===== config.mk =====
export PLATFORM = sky130hd
export DESIGN_NAME = strongest_device_table_unit
export DESIGN_NICKNAME = d
export VERILOG_FILES = /design/src/sv/sdt_pkg.sv /design/src/sv/strongest_device_table_unit.sv /design/src/sv/sdt_ram.sv /design/src/sv/sdt_ctrl.sv /design/src/sv/sdt_datapath.sv
export SDC_FILE = /design/constraint.sdc
export NUM_CORES = 1
export LEC_CHECK = 0
export ABC_AREA = 0
export ABC_CLOCK_PERIOD_IN_PS = 12000
export BUFFER_PORTS_ARGS = -buffer_cell sky130_fd_sc_hd__clkbuf_2
export CAP_MARGIN = 10
export CELL_PAD_IN_SITES_DETAIL_PLACEMENT = 0
export CELL_PAD_IN_SITES_GLOBAL_PLACEMENT = 1
export CORE_MARGIN = 2
export CORE_UTILIZATION = 55
export CTS_BUF_LIST = sky130_fd_sc_hd__clkbuf_8
export CTS_CLUSTER_DIAMETER = 50
export DETAILED_ROUTE_END_ITERATION = 16
export PLACE_DENSITY = 0.85
export SLEW_MARGIN = 20
export SYNTH_ARGS = -nofsm -noshare
export SYNTH_HDL_FRONTEND = slang
export SYNTH_HIERARCHICAL = 1
export SYNTH_SLANG_ARGS = --single-unit

===== constraint.sdc =====
create_clock -name i_clk -period 12 [get_ports i_clk]
set_input_delay 1.2 -clock i_clk [delete_from_list [all_inputs] [get_ports i_clk]]
set_output_delay 1.2 -clock i_clk [all_outputs]
set_load 0.03 [all_outputs]

===== src/sv/sdt_pkg.sv =====
// Shared types and constants for the strongest device table.
`default_nettype none

package sdt_pkg;

    localparam int ADDR_W   = 48;
    localparam int STR_W    = 8;
    localparam int OP_W     = 2;
    localparam int RIDX_W   = 6;
    localparam int STATUS_W = 3;
    localparam int TOTAL_W  = 7;
    localparam int ENTRY_W  = ADDR_W + STR_W;

    localparam logic [OP_W-1:0] OP_ADVERT = 2'd0;
    localparam logic [OP_W-1:0] OP_CLEAR  = 2'd1;
    localparam logic [OP_W-1:0] OP_READ   = 2'd2;

    localparam logic [STATUS_W-1:0] ST_UPDATED  = 3'd0;
    localparam logic [STATUS_W-1:0] ST_INSERTED = 3'd1;
    localparam logic [STATUS_W-1:0] ST_REPLACED = 3'd2;
    localparam logic [STATUS_W-1:0] ST_DROPPED  = 3'd3;
    localparam logic [STATUS_W-1:0] ST_IGNORED  = 3'd4;
    localparam logic [STATUS_W-1:0] ST_CLEARED  = 3'd5;
    localparam logic [STATUS_W-1:0] ST_READ_OK  = 3'd6;

    localparam logic signed [STR_W-1:0] EMPTY_STRENGTH = -8'sd127;

    typedef struct packed {
        logic load;        // take the input item
        logic scan;        // walk the table
        logic plan;        // pick source and target positions
        logic move;        // read next shifted entry or write the new one
        logic move_wr;     // write the shifted entry
        logic read_issue;  // read the requested entry
        logic finish;      // load the result register
    } t_sdt_cmd;

    typedef struct packed {
        logic start_scan;
        logic start_read;
        logic scan_done;
        logic drop;
        logic at_target;
        logic out_free;
    } t_sdt_stat;

endpackage

`default_nettype wire


===== src/sv/strongest_device_table_unit.sv =====
// Top level of the strongest device table: controller plus datapath.
// Keeps up to TABLE_DEPTH devices (48-bit address, signed dBm strength) in one
// RAM, ordered by descending strength with ties in arrival order. One item is
// worked at a time; o_in_stall is high from acceptance until its result is
// loaded into the output register, and the next item may be taken while that
// result still waits. An advertisement with an address is worked in steps: the
// single RAM read port walks all entries present before the item once, then
// every shifted entry takes one read and one write, and the changed entry is
// written at its new position. A dropped advertisement skips the reorder; a
// read issues a single RAM read, and a clear or an ignored item goes straight
// to the result. No clearing pass after reset.
`default_nettype none

module strongest_device_table_unit #(
    parameter int TABLE_DEPTH = 16
) (
    input  wire logic                                 i_clk,
    input  wire logic                                 i_rst_n,
    input  wire logic                                 i_in_valid,
    output logic                                      o_in_stall,
    input  wire logic [sdt_pkg::OP_W-1:0]             i_operation,
    input  wire logic                                 i_has_address,
    input  wire logic [sdt_pkg::ADDR_W-1:0]           i_device_address,
    input  wire logic signed [sdt_pkg::STR_W-1:0]     i_signal_strength,
    input  wire logic [sdt_pkg::RIDX_W-1:0]           i_read_index,
    output logic                                      o_out_valid,
    input  wire logic                                 i_out_stall,
    output logic [sdt_pkg::STATUS_W-1:0]              o_status,
    output logic [sdt_pkg::TOTAL_W-1:0]               o_entry_total,
    output logic signed [sdt_pkg::STR_W-1:0]          o_best_strength,
    output logic [sdt_pkg::ADDR_W-1:0]                o_read_address,
    output logic signed [sdt_pkg::STR_W-1:0]          o_read_strength
);

    sdt_pkg::t_sdt_cmd  cmd;
    sdt_pkg::t_sdt_stat stat;

    sdt_ctrl u_ctrl (
        .i_clk     (i_clk),
        .i_rst_n   (i_rst_n),
        .i_in_valid(i_in_valid),
        .o_in_stall(o_in_stall),
        .i_stat    (stat),
        .o_cmd     (cmd)
    );

    sdt_datapath #(
        .TABLE_DEPTH(TABLE_DEPTH)
    ) u_datapath (
        .i_clk            (i_clk),
        .i_rst_n          (i_rst_n),
        .i_cmd            (cmd),
        .o_stat           (stat),
        .i_operation      (i_operation),
        .i_has_address    (i_has_address),
        .i_device_address (i_device_address),
        .i_signal_strength(i_signal_strength),
        .i_read_index     (i_read_index),
        .o_out_valid      (o_out_valid),
        .i_out_stall      (i_out_stall),
        .o_status         (o_status),
        .o_entry_total    (o_entry_total),
        .o_best_strength  (o_best_strength),
        .o_read_address   (o_read_address),
        .o_read_strength  (o_read_strength)
    );

endmodule

`default_nettype wire


===== src/sv/sdt_ram.sv =====
// Generic simple dual-port RAM with registered read.
`default_nettype none

module sdt_ram #(
    parameter int WIDTH  = 56,
    parameter int DEPTH  = 16,
    parameter int ADDR_W = (DEPTH > 1) ? $clog2(DEPTH) : 1
) (
    input  wire logic              i_clk,
    input  wire logic              i_wr_en,
    input  wire logic [ADDR_W-1:0] i_wr_addr,
    input  wire logic [WIDTH-1:0]  i_wr_data,
    input  wire logic              i_rd_en,
    input  wire logic [ADDR_W-1:0] i_rd_addr,
    output logic      [WIDTH-1:0]  o_rd_data
);

    logic [WIDTH-1:0] r_mem [DEPTH];

    always_ff @(posedge i_clk) begin
        if (i_wr_en) begin
            r_mem[i_wr_addr] <= i_wr_data;
        end
        if (i_rd_en) begin
            o_rd_data <= r_mem[i_rd_addr];
        end
    end

endmodule

`default_nettype wire


===== src/sv/sdt_ctrl.sv =====
// Sequencer for scan, reorder, read and result hand-off.
`default_nettype none

module sdt_ctrl (
    input  wire logic              i_clk,
    input  wire logic              i_rst_n,
    input  wire logic              i_in_valid,
    output logic                   o_in_stall,
    input  wire sdt_pkg::t_sdt_stat i_stat,
    output sdt_pkg::t_sdt_cmd      o_cmd
);

    localparam logic [2:0] S_IDLE    = 3'd0;
    localparam logic [2:0] S_SCAN    = 3'd1;
    localparam logic [2:0] S_PLAN    = 3'd2;
    localparam logic [2:0] S_MOVE    = 3'd3;
    localparam logic [2:0] S_MOVE_WR = 3'd4;
    localparam logic [2:0] S_READ    = 3'd5;
    localparam logic [2:0] S_DONE    = 3'd6;

    logic [2:0] r_state;
    logic [2:0] n_state;
    logic       accept;

    assign o_in_stall = (r_state != S_IDLE);
    assign accept     = i_in_valid && (r_state == S_IDLE);

    always_comb begin
        o_cmd            = '0;
        o_cmd.load       = accept;
        o_cmd.scan       = (r_state == S_SCAN);
        o_cmd.plan       = (r_state == S_PLAN);
        o_cmd.move       = (r_state == S_MOVE);
        o_cmd.move_wr    = (r_state == S_MOVE_WR);
        o_cmd.read_issue = (r_state == S_READ);
        o_cmd.finish     = (r_state == S_DONE) && i_stat.out_free;
    end

    always_comb begin
        n_state = r_state;
        case (r_state)
            S_IDLE: begin
                if (accept) begin
                    if (i_stat.start_scan) begin
                        n_state = S_SCAN;
                    end else if (i_stat.start_read) begin
                        n_state = S_READ;
                    end else begin
                        n_state = S_DONE;
                    end
                end
            end
            S_SCAN: begin
                if (i_stat.scan_done) begin
                    n_state = S_PLAN;
                end
            end
            S_PLAN: begin
                n_state = i_stat.drop ? S_DONE : S_MOVE;
            end
            S_MOVE: begin
                n_state = i_stat.at_target ? S_DONE : S_MOVE_WR;
            end
            S_MOVE_WR: begin
                n_state = S_MOVE;
            end
            S_READ: begin
                n_state = S_DONE;
            end
            S_DONE: begin
                if (i_stat.out_free) begin
                    n_state = S_IDLE;
                end
            end
            default: begin
                n_state = S_IDLE;
            end
        endcase
    end

    always_ff @(posedge i_clk) begin
        if (!i_rst_n) begin
            r_state <= S_IDLE;
        end else begin
            r_state <= n_state;
        end
    end

endmodule

`default_nettype wire


===== src/sv/sdt_datapath.sv =====
// Table storage, scan accumulators, reorder pointers and result register.
`default_nettype none

module sdt_datapath #(
    parameter int TABLE_DEPTH = 16
) (
    input  wire logic                                 i_clk,
    input  wire logic                                 i_rst_n,
    input  wire sdt_pkg::t_sdt_cmd                    i_cmd,
    output sdt_pkg::t_sdt_stat                        o_stat,
    input  wire logic [sdt_pkg::OP_W-1:0]             i_operation,
    input  wire logic                                 i_has_address,
    input  wire logic [sdt_pkg::ADDR_W-1:0]           i_device_address,
    input  wire logic signed [sdt_pkg::STR_W-1:0]     i_signal_strength,
    input  wire logic [sdt_pkg::RIDX_W-1:0]           i_read_index,
    output logic                                      o_out_valid,
    input  wire logic                                 i_out_stall,
    output logic [sdt_pkg::STATUS_W-1:0]              o_status,
    output logic [sdt_pkg::TOTAL_W-1:0]               o_entry_total,
    output logic signed [sdt_pkg::STR_W-1:0]          o_best_strength,
    output logic [sdt_pkg::ADDR_W-1:0]                o_read_address,
    output logic signed [sdt_pkg::STR_W-1:0]          o_read_strength
);

    localparam int IDX_W = (TABLE_DEPTH > 1) ? $clog2(TABLE_DEPTH) : 1;
    localparam int CNT_W = $clog2(TABLE_DEPTH + 1);

    // latched item
    logic [sdt_pkg::ADDR_W-1:0]       r_addr;
    logic signed [sdt_pkg::STR_W-1:0] r_str;
    logic [sdt_pkg::RIDX_W-1:0]       r_ridx;
    logic [sdt_pkg::STATUS_W-1:0]     r_status;

    // table state
    logic [CNT_W-1:0]                 r_count;
    logic signed [sdt_pkg::STR_W-1:0] r_best;

    // scan
    logic [CNT_W-1:0]                 r_idx;
    logic                             r_pend;
    logic [IDX_W-1:0]                 r_chk_idx;
    logic                             r_found;
    logic [IDX_W-1:0]                 r_pos;
    logic [CNT_W-1:0]                 r_gt;
    logic [CNT_W-1:0]                 r_eq;
    logic signed [sdt_pkg::STR_W-1:0] r_min;
    logic [IDX_W-1:0]                 r_wk;

    // reorder
    logic [IDX_W-1:0]                 r_k;
    logic [IDX_W-1:0]                 r_j;
    logic                             r_down;
    logic                             r_rd_hit;

    // result register
    logic                             r_out_valid;
    logic [sdt_pkg::STATUS_W-1:0]     r_o_status;
    logic [sdt_pkg::TOTAL_W-1:0]      r_o_total;
    logic signed [sdt_pkg::STR_W-1:0] r_o_best;
    logic [sdt_pkg::ADDR_W-1:0]       r_o_raddr;
    logic signed [sdt_pkg::STR_W-1:0] r_o_rstr;

    // RAM ports
    logic                             wr_en;
    logic [IDX_W-1:0]                 wr_addr;
    logic [sdt_pkg::ENTRY_W-1:0]      wr_data;
    logic                             rd_en;
    logic [IDX_W-1:0]                 rd_addr;
    logic [sdt_pkg::ENTRY_W-1:0]      ram_q;

    logic [sdt_pkg::ADDR_W-1:0]       q_addr;
    logic signed [sdt_pkg::STR_W-1:0] q_str;
    logic                             issue;
    logic                             table_full;
    logic                             beats_min;
    logic [CNT_W:0]                   k_sum;
    logic [IDX_W-1:0]                 k_pos;
    logic [IDX_W-1:0]                 p_pos;
    logic [IDX_W-1:0]                 src;
    logic                             at_target;
    logic                             out_free;
    logic                             read_hit;

    sdt_ram #(
        .WIDTH (sdt_pkg::ENTRY_W),
        .DEPTH (TABLE_DEPTH),
        .ADDR_W(IDX_W)
    ) u_ram (
        .i_clk    (i_clk),
        .i_wr_en  (wr_en),
        .i_wr_addr(wr_addr),
        .i_wr_data(wr_data),
        .i_rd_en  (rd_en),
        .i_rd_addr(rd_addr),
        .o_rd_data(ram_q)
    );

    assign q_addr     = ram_q[sdt_pkg::ENTRY_W-1:sdt_pkg::STR_W];
    assign q_str      = ram_q[sdt_pkg::STR_W-1:0];
    assign issue      = i_cmd.scan && (r_idx < r_count);
    assign table_full = (r_count == CNT_W'(TABLE_DEPTH));
    assign beats_min  = (r_str > r_min);
    assign k_sum      = {1'b0, r_gt} + {1'b0, r_eq};
    assign k_pos      = k_sum[IDX_W-1:0];
    assign at_target  = (r_j == r_k);
    assign src        = r_down ? (r_j - IDX_W'(1)) : (r_j + IDX_W'(1));
    assign out_free   = !r_out_valid || !i_out_stall;
    assign read_hit   = ({1'b0, r_ridx} < sdt_pkg::TOTAL_W'(r_count));

    always_comb begin
        if (r_found) begin
            p_pos = r_pos;
        end else if (!table_full) begin
            p_pos = r_count[IDX_W-1:0];
        end else begin
            p_pos = r_wk;
        end
    end

    always_comb begin
        o_stat            = '0;
        o_stat.start_scan = (i_operation == sdt_pkg::OP_ADVERT) && i_has_address;
        o_stat.start_read = (i_operation == sdt_pkg::OP_READ);
        o_stat.scan_done  = !(r_idx < r_count) && !r_pend;
        o_stat.drop       = !r_found && table_full && !beats_min;
        o_stat.at_target  = at_target;
        o_stat.out_free   = out_free;
    end

    // one read port shared by scan, shift and entry read
    always_comb begin
        rd_en   = issue || (i_cmd.move && !at_target) || i_cmd.read_issue;
        rd_addr = r_ridx[IDX_W-1:0];
        if (i_cmd.scan) begin
            rd_addr = r_idx[IDX_W-1:0];
        end else if (i_cmd.move) begin
            rd_addr = src;
        end
    end

    always_comb begin
        wr_en   = (i_cmd.move && at_target) || i_cmd.move_wr;
        wr_addr = i_cmd.move_wr ? r_j : r_k;
        wr_data = i_cmd.move_wr ? ram_q : {r_addr, r_str};
    end

    // control registers
    always_ff @(posedge i_clk) begin
        if (!i_rst_n) begin
            r_count     <= '0;
            r_pend      <= 1'b0;
            r_out_valid <= 1'b0;
        end else begin
            if (i_cmd.load) begin
                r_pend <= 1'b0;
                if (i_operation == sdt_pkg::OP_CLEAR) begin
                    r_count <= '0;
                end
            end else if (i_cmd.scan) begin
                r_pend <= issue;
            end
            if (i_cmd.plan && !r_found && !table_full) begin
                r_count <= r_count + CNT_W'(1);
            end
            if (i_cmd.finish) begin
                r_out_valid <= 1'b1;
            end else if (!i_out_stall) begin
                r_out_valid <= 1'b0;
            end
        end
    end

    // payload registers
    always_ff @(posedge i_clk) begin
        if (i_cmd.load) begin
            r_addr   <= i_device_address;
            r_str    <= i_signal_strength;
            r_ridx   <= i_read_index;
            r_idx    <= '0;
            r_found  <= 1'b0;
            r_gt     <= '0;
            r_eq     <= '0;
            r_rd_hit <= 1'b0;
            case (i_operation)
                sdt_pkg::OP_ADVERT: r_status <= sdt_pkg::ST_IGNORED;
                sdt_pkg::OP_CLEAR:  r_status <= sdt_pkg::ST_CLEARED;
                sdt_pkg::OP_READ:   r_status <= sdt_pkg::ST_READ_OK;
                default:            r_status <= sdt_pkg::ST_IGNORED;
            endcase
        end

        if (issue) begin
            r_idx     <= r_idx + CNT_W'(1);
            r_chk_idx <= r_idx[IDX_W-1:0];
        end

        // evaluate the entry whose read was issued in the previous cycle
        if (i_cmd.scan && r_pend) begin
            if (q_addr == r_addr) begin
                r_found <= 1'b1;
                r_pos   <= r_chk_idx;
            end else begin
                if (q_str > r_str) begin
                    r_gt <= r_gt + CNT_W'(1);
                end
                if ((q_str == r_str) && !r_found) begin
                    r_eq <= r_eq + CNT_W'(1);
                end
            end
            if ((r_chk_idx == '0) || (q_str < r_min)) begin
                r_min <= q_str;
                r_wk  <= r_chk_idx;
            end
        end

        if (i_cmd.plan) begin
            r_k    <= k_pos;
            r_j    <= p_pos;
            r_down <= !(k_pos > p_pos);
            if (r_found) begin
                r_status <= sdt_pkg::ST_UPDATED;
            end else if (!table_full) begin
                r_status <= sdt_pkg::ST_INSERTED;
            end else if (beats_min) begin
                r_status <= sdt_pkg::ST_REPLACED;
            end else begin
                r_status <= sdt_pkg::ST_DROPPED;
            end
        end

        if (i_cmd.move_wr) begin
            r_j <= src;
        end

        if (i_cmd.read_issue) begin
            r_rd_hit <= read_hit;
        end

        // mirror entry zero for the best strength
        if (wr_en && (wr_addr == '0)) begin
            r_best <= wr_data[sdt_pkg::STR_W-1:0];
        end

        if (i_cmd.finish) begin
            r_o_status <= r_status;
            r_o_total  <= sdt_pkg::TOTAL_W'(r_count);
            r_o_best   <= (r_count != '0) ? r_best : sdt_pkg::EMPTY_STRENGTH;
            r_o_raddr  <= r_rd_hit ? q_addr : '0;
            r_o_rstr   <= r_rd_hit ? q_str : sdt_pkg::EMPTY_STRENGTH;
        end
    end

    assign o_out_valid     = r_out_valid;
    assign o_status        = r_o_status;
    assign o_entry_total   = r_o_total;
    assign o_best_strength = r_o_best;
    assign o_read_address  = r_o_raddr;
    assign o_read_strength = r_o_rstr;

    a_count_bound: assert property (@(posedge i_clk) disable iff (!i_rst_n)
        r_count <= CNT_W'(TABLE_DEPTH))
        else $error("entry count above table depth");

    a_write_in_range: assert property (@(posedge i_clk) disable iff (!i_rst_n)
        wr_en |-> (CNT_W'(wr_addr) < r_count))
        else $error("table write beyond valid entries");

    a_finish_shows: assert property (@(posedge i_clk) disable iff (!i_rst_n)
        i_cmd.finish |=> o_out_valid)
        else $error("finished item not presented");

endmodule

`default_nettype wire

==> summary.md <==
| Metric | Value |
|---|---|
| Status | `finished clean` |
| Least-Margin Pin Slew | `1.086 ns` |
| Die area | `0.08396 mm2` |
| DRC errors left | `0` |
| Starting Density | `55.67%` |
| Mean routed wirelength per cell | `28.28 um` |
| Syn Std Cell Area | `0.04491 mm2` |
| WP data arrival | `5.19 ns` |
| IO Pins | `145` |
| Cell count after synthesis | `2179` |
| Final setup viols | `0` |
| Post-CTS sizing | `0` |
| Syn avg cell area | `20.61 um2` |
| Post-synth EDFFs | `1132` |
| CTS buffer count | `177` |
| CTS H-tree depth | `4` |
| Relative slew margins | `26.92%` |
| Min Hold Slack | `0.4209 ns` |
| Synth Register Bits | `1151` |
| Die Wd | `289.8 um` |
| RSZ-0062 raised after global routing | `no` |
| Post-route ant nets | `0` |
| Root Driver | `clkbuf_8` |
| Top_reg_cell synth | `edfxtp_1` |
| Fin area | `0.05036 mm2` |
| Req. time, crit path | `12.41 ns` |
| Fin util | `62.43%` |
| Largest net degree at the start of global routing | `148` |
| GRT Total Usage | `24.94%` |
| Layout cells sized above 1 | `28.56%` |
| Worst skew pair latency | `0.82 ns` |
| Final hold violations | `0` |
| Nets | `2567` |
| Critical path class | `flip-flop to flip-flop` |
| CTS Sinks | `1151` |
| Area growth, synth to finish | `12.14%` |
| Worst vdd ir | `185.8 uV` |
| Die H | `289.8 um` |
| Worst min-delay path class | `flip-flop to flip-flop` |
| Worst Skew | `0.04121 ns` |
| Setup TNS | `0 ns` |
| Vias in the first global route | `23470` |
| Final HPWL DP | `55320 um` |
| Placed cell areas | `0.04698 mm2` |
| Post-CTS setup buffer count | `0` |
| Pwr/cell area | `240.6 mW/mm2` |
| Initial antenna violation count | `5` |
| Crit path time final | `4.782 ns` |
| Non-Filler Instances | `3652` |
| Clk buf depth | `3` |
| Port bufs | `142` |
| Max Slew Vio Count | `0` |
| Fraction of registers with async set/reset | `0%` |
| # hold bufs at CTS | `0` |
| Final wirelength | `103300 um` |
| Startpoint types | `flip-flop` |
| Yosys Warn Count | `6` |
| RePlAce Congestion | `0.7869` |
| Sequential area share after synthesis | `76.53%` |
| Routed vias/inst | `6.226` |
| First-pass GRT wire length | `150100 um` |
| Placed Cells | `3332` |
| Leakage | `16.72 nW` |
| CTS tree | `built` |
| Tcrit/Tclk final | `39.85%` |
| Synth unique cells | `62` |
| Core region area | `0.08068 mm2` |
| Clk slew on worst S/H paths | `0.06 ns` |
| Crit end category | `flip-flop` |
| CP Max Fanout | `45` |
| Cell row count | `104` |
| TritonRoute pass-1 iters | `5` |
| Initial drt markers | `2749` |
| Max frequency | `0.2091 GHz` |
| Via count | `22740` |
| Congestion Overflow GR | `0` |
| MaxCap Viol Count | `0` |
critical path: stages (launching register included):
cell and delay, ns:
dfxtp_1 0.58, nor3b_2 0.27, buf_4 0.42, buf_4 0.73, a21o_1 0.24, nand3b_1 0.34
nor2_4 0.86, buf_4 0.77
layer usage:
metal | track usage (%) | routed length (um) | up-vias
met5 | 0 | 13 | -
met4 | 9.923 | 3392 | 2
met3 | 5.196 | 9730 | 200
met2 | 40.30 | 50900 | 1283
met1 | 33.71 | 39230 | 11780
li1 | - | - | 9477
state kept, by name, indices dropped and copies added (netlist names), 3 cells and up:
signal and count:
u_datapath/u_ram/r_mem 896, u_ctrl/r_state 3, u_datapath/r_k 4, u_datapath/o_entry_total 5, u_datapath/r_ridx 6, u_datapath/o_best_strength 8, u_datapath/r_str 8, u_datapath/o_read_strength 8
u_datapath/r_eq 4, u_datapath/r_best 8, u_datapath/r_status 3, u_datapath/r_wk 4, u_datapath/u_ram/o_rd_data 56, u_datapath/o_read_address 48, u_datapath/r_j 4, u_datapath/o_status 3
u_datapath/r_min 8, u_datapath/r_gt 4, u_datapath/r_idx 5, u_datapath/r_count 5, u_datapath/r_pos 4, u_datapath/r_chk_idx 4, u_datapath/r_addr 48
cell usage in the layout, fill, tap and decap left out, types with 11 or more instances in the layout:
master    netlist  final
a21o_1         11     11
a21oi_1        25     25
a22oi_1       113    113
and2_1         59     58
buf_4          10     50
clkbuf_2        0    142
clkbuf_8        0    188
clkinv_1        0     42
clkinv_2        0     18
dfxtp_1        19     19
edfxtp_1     1132   1132
ha_1           45     45
inv_1          43     93
mux2_2         55     55
mux4_2        224    224
nand2_1        86     85
nor2_1         37     24
nor2_4          0     13
nor2b_1        23     21
nor4_1         15     15
o21ai_0        24     22
xor2_1         56     56
final timing paths:
check             cells after the start                              to  slack [ns]                    from
setup / recovery                      7  u_datapath/u_ram/r_mem[10][25]        7.22       u_ctrl/r_state[2]
hold / removal                        0          u_datapath/o_status[0]        0.42  u_datapath/r_status[0]
setup reg to reg                      7  u_datapath/u_ram/r_mem[10][25]        7.22       u_ctrl/r_state[2]
hold reg to reg                       0          u_datapath/o_status[0]        0.42  u_datapath/r_status[0]
per-stage QoR:
step | worst slack [ns] | total power, mW
4_1_cts | 7.170 | 12.19
5_1_grt | 6.805 | 12.62
3_5_place_dp | 7.187 | 9.084
2_1_floorplan | 5.774 | 8.013
3_3_place_gp | 7.325 | 8.954
6_report | 7.218 | 12.12
cell usage after synthesis, types with 15 or more instances:
master	number	area [um2]
mux4_2	224	5045
buf_6	17	191.4
and2_1	59	369.1
ha_1	45	563.0
a21oi_1	25	125.1
inv_1	43	161.4
nor2_1	37	138.9
nor2b_1	23	143.9
a22oi_1	113	848.3
nand2_1	86	322.8
dfxtp_1	19	380.4
clkbuf_1	61	229.0
nor4_1	15	93.84
edfxtp_1	1132	33990
xor2_1	56	490.5
o21ai_0	24	120.1
mux2_2	55	619.3
power by group:
| group | total (mW) | internal, mW | switching [mW] | leakage, nW |
|---|---|---|---|---|
| registers | 5.59 | 5.34 | 0.250 | 10.4 |
| clock network | 3.11 | 1.62 | 1.48 | 1.90 |
| logic | 3.42 | 1.31 | 2.11 | 4.42 |
| total | 12.1 | 8.27 | 3.85 | 16.7 |
final cells by class:
class,count,area [um2]
timing repair buffer,194,1117
multi-input combinational,884,10010
tap,1060,1326
clock inverter,131,790.8
antenna,1,2.502
inverter,43,161.4
fill,5477,30310
sequential,1151,34370
clock buffer,188,2587
kinds of logic (layout without fill, tap and decap cells):
group	after synthesis	in the layout	share of synthesized area, %
DFF	1151	1151	76.53
adders and majority gates	47	47	1.343
buffers and inverters	145	556	1.616
and+or+nand+nor	282	282	3.245
xor gates and xnor gates	62	62	1.209
muxes	287	287	12.79
other	1	3	0.008349
AOI/OAI and AO/OA	204	204	3.257
Note: power is estimated with default switching activity, not from simulation.
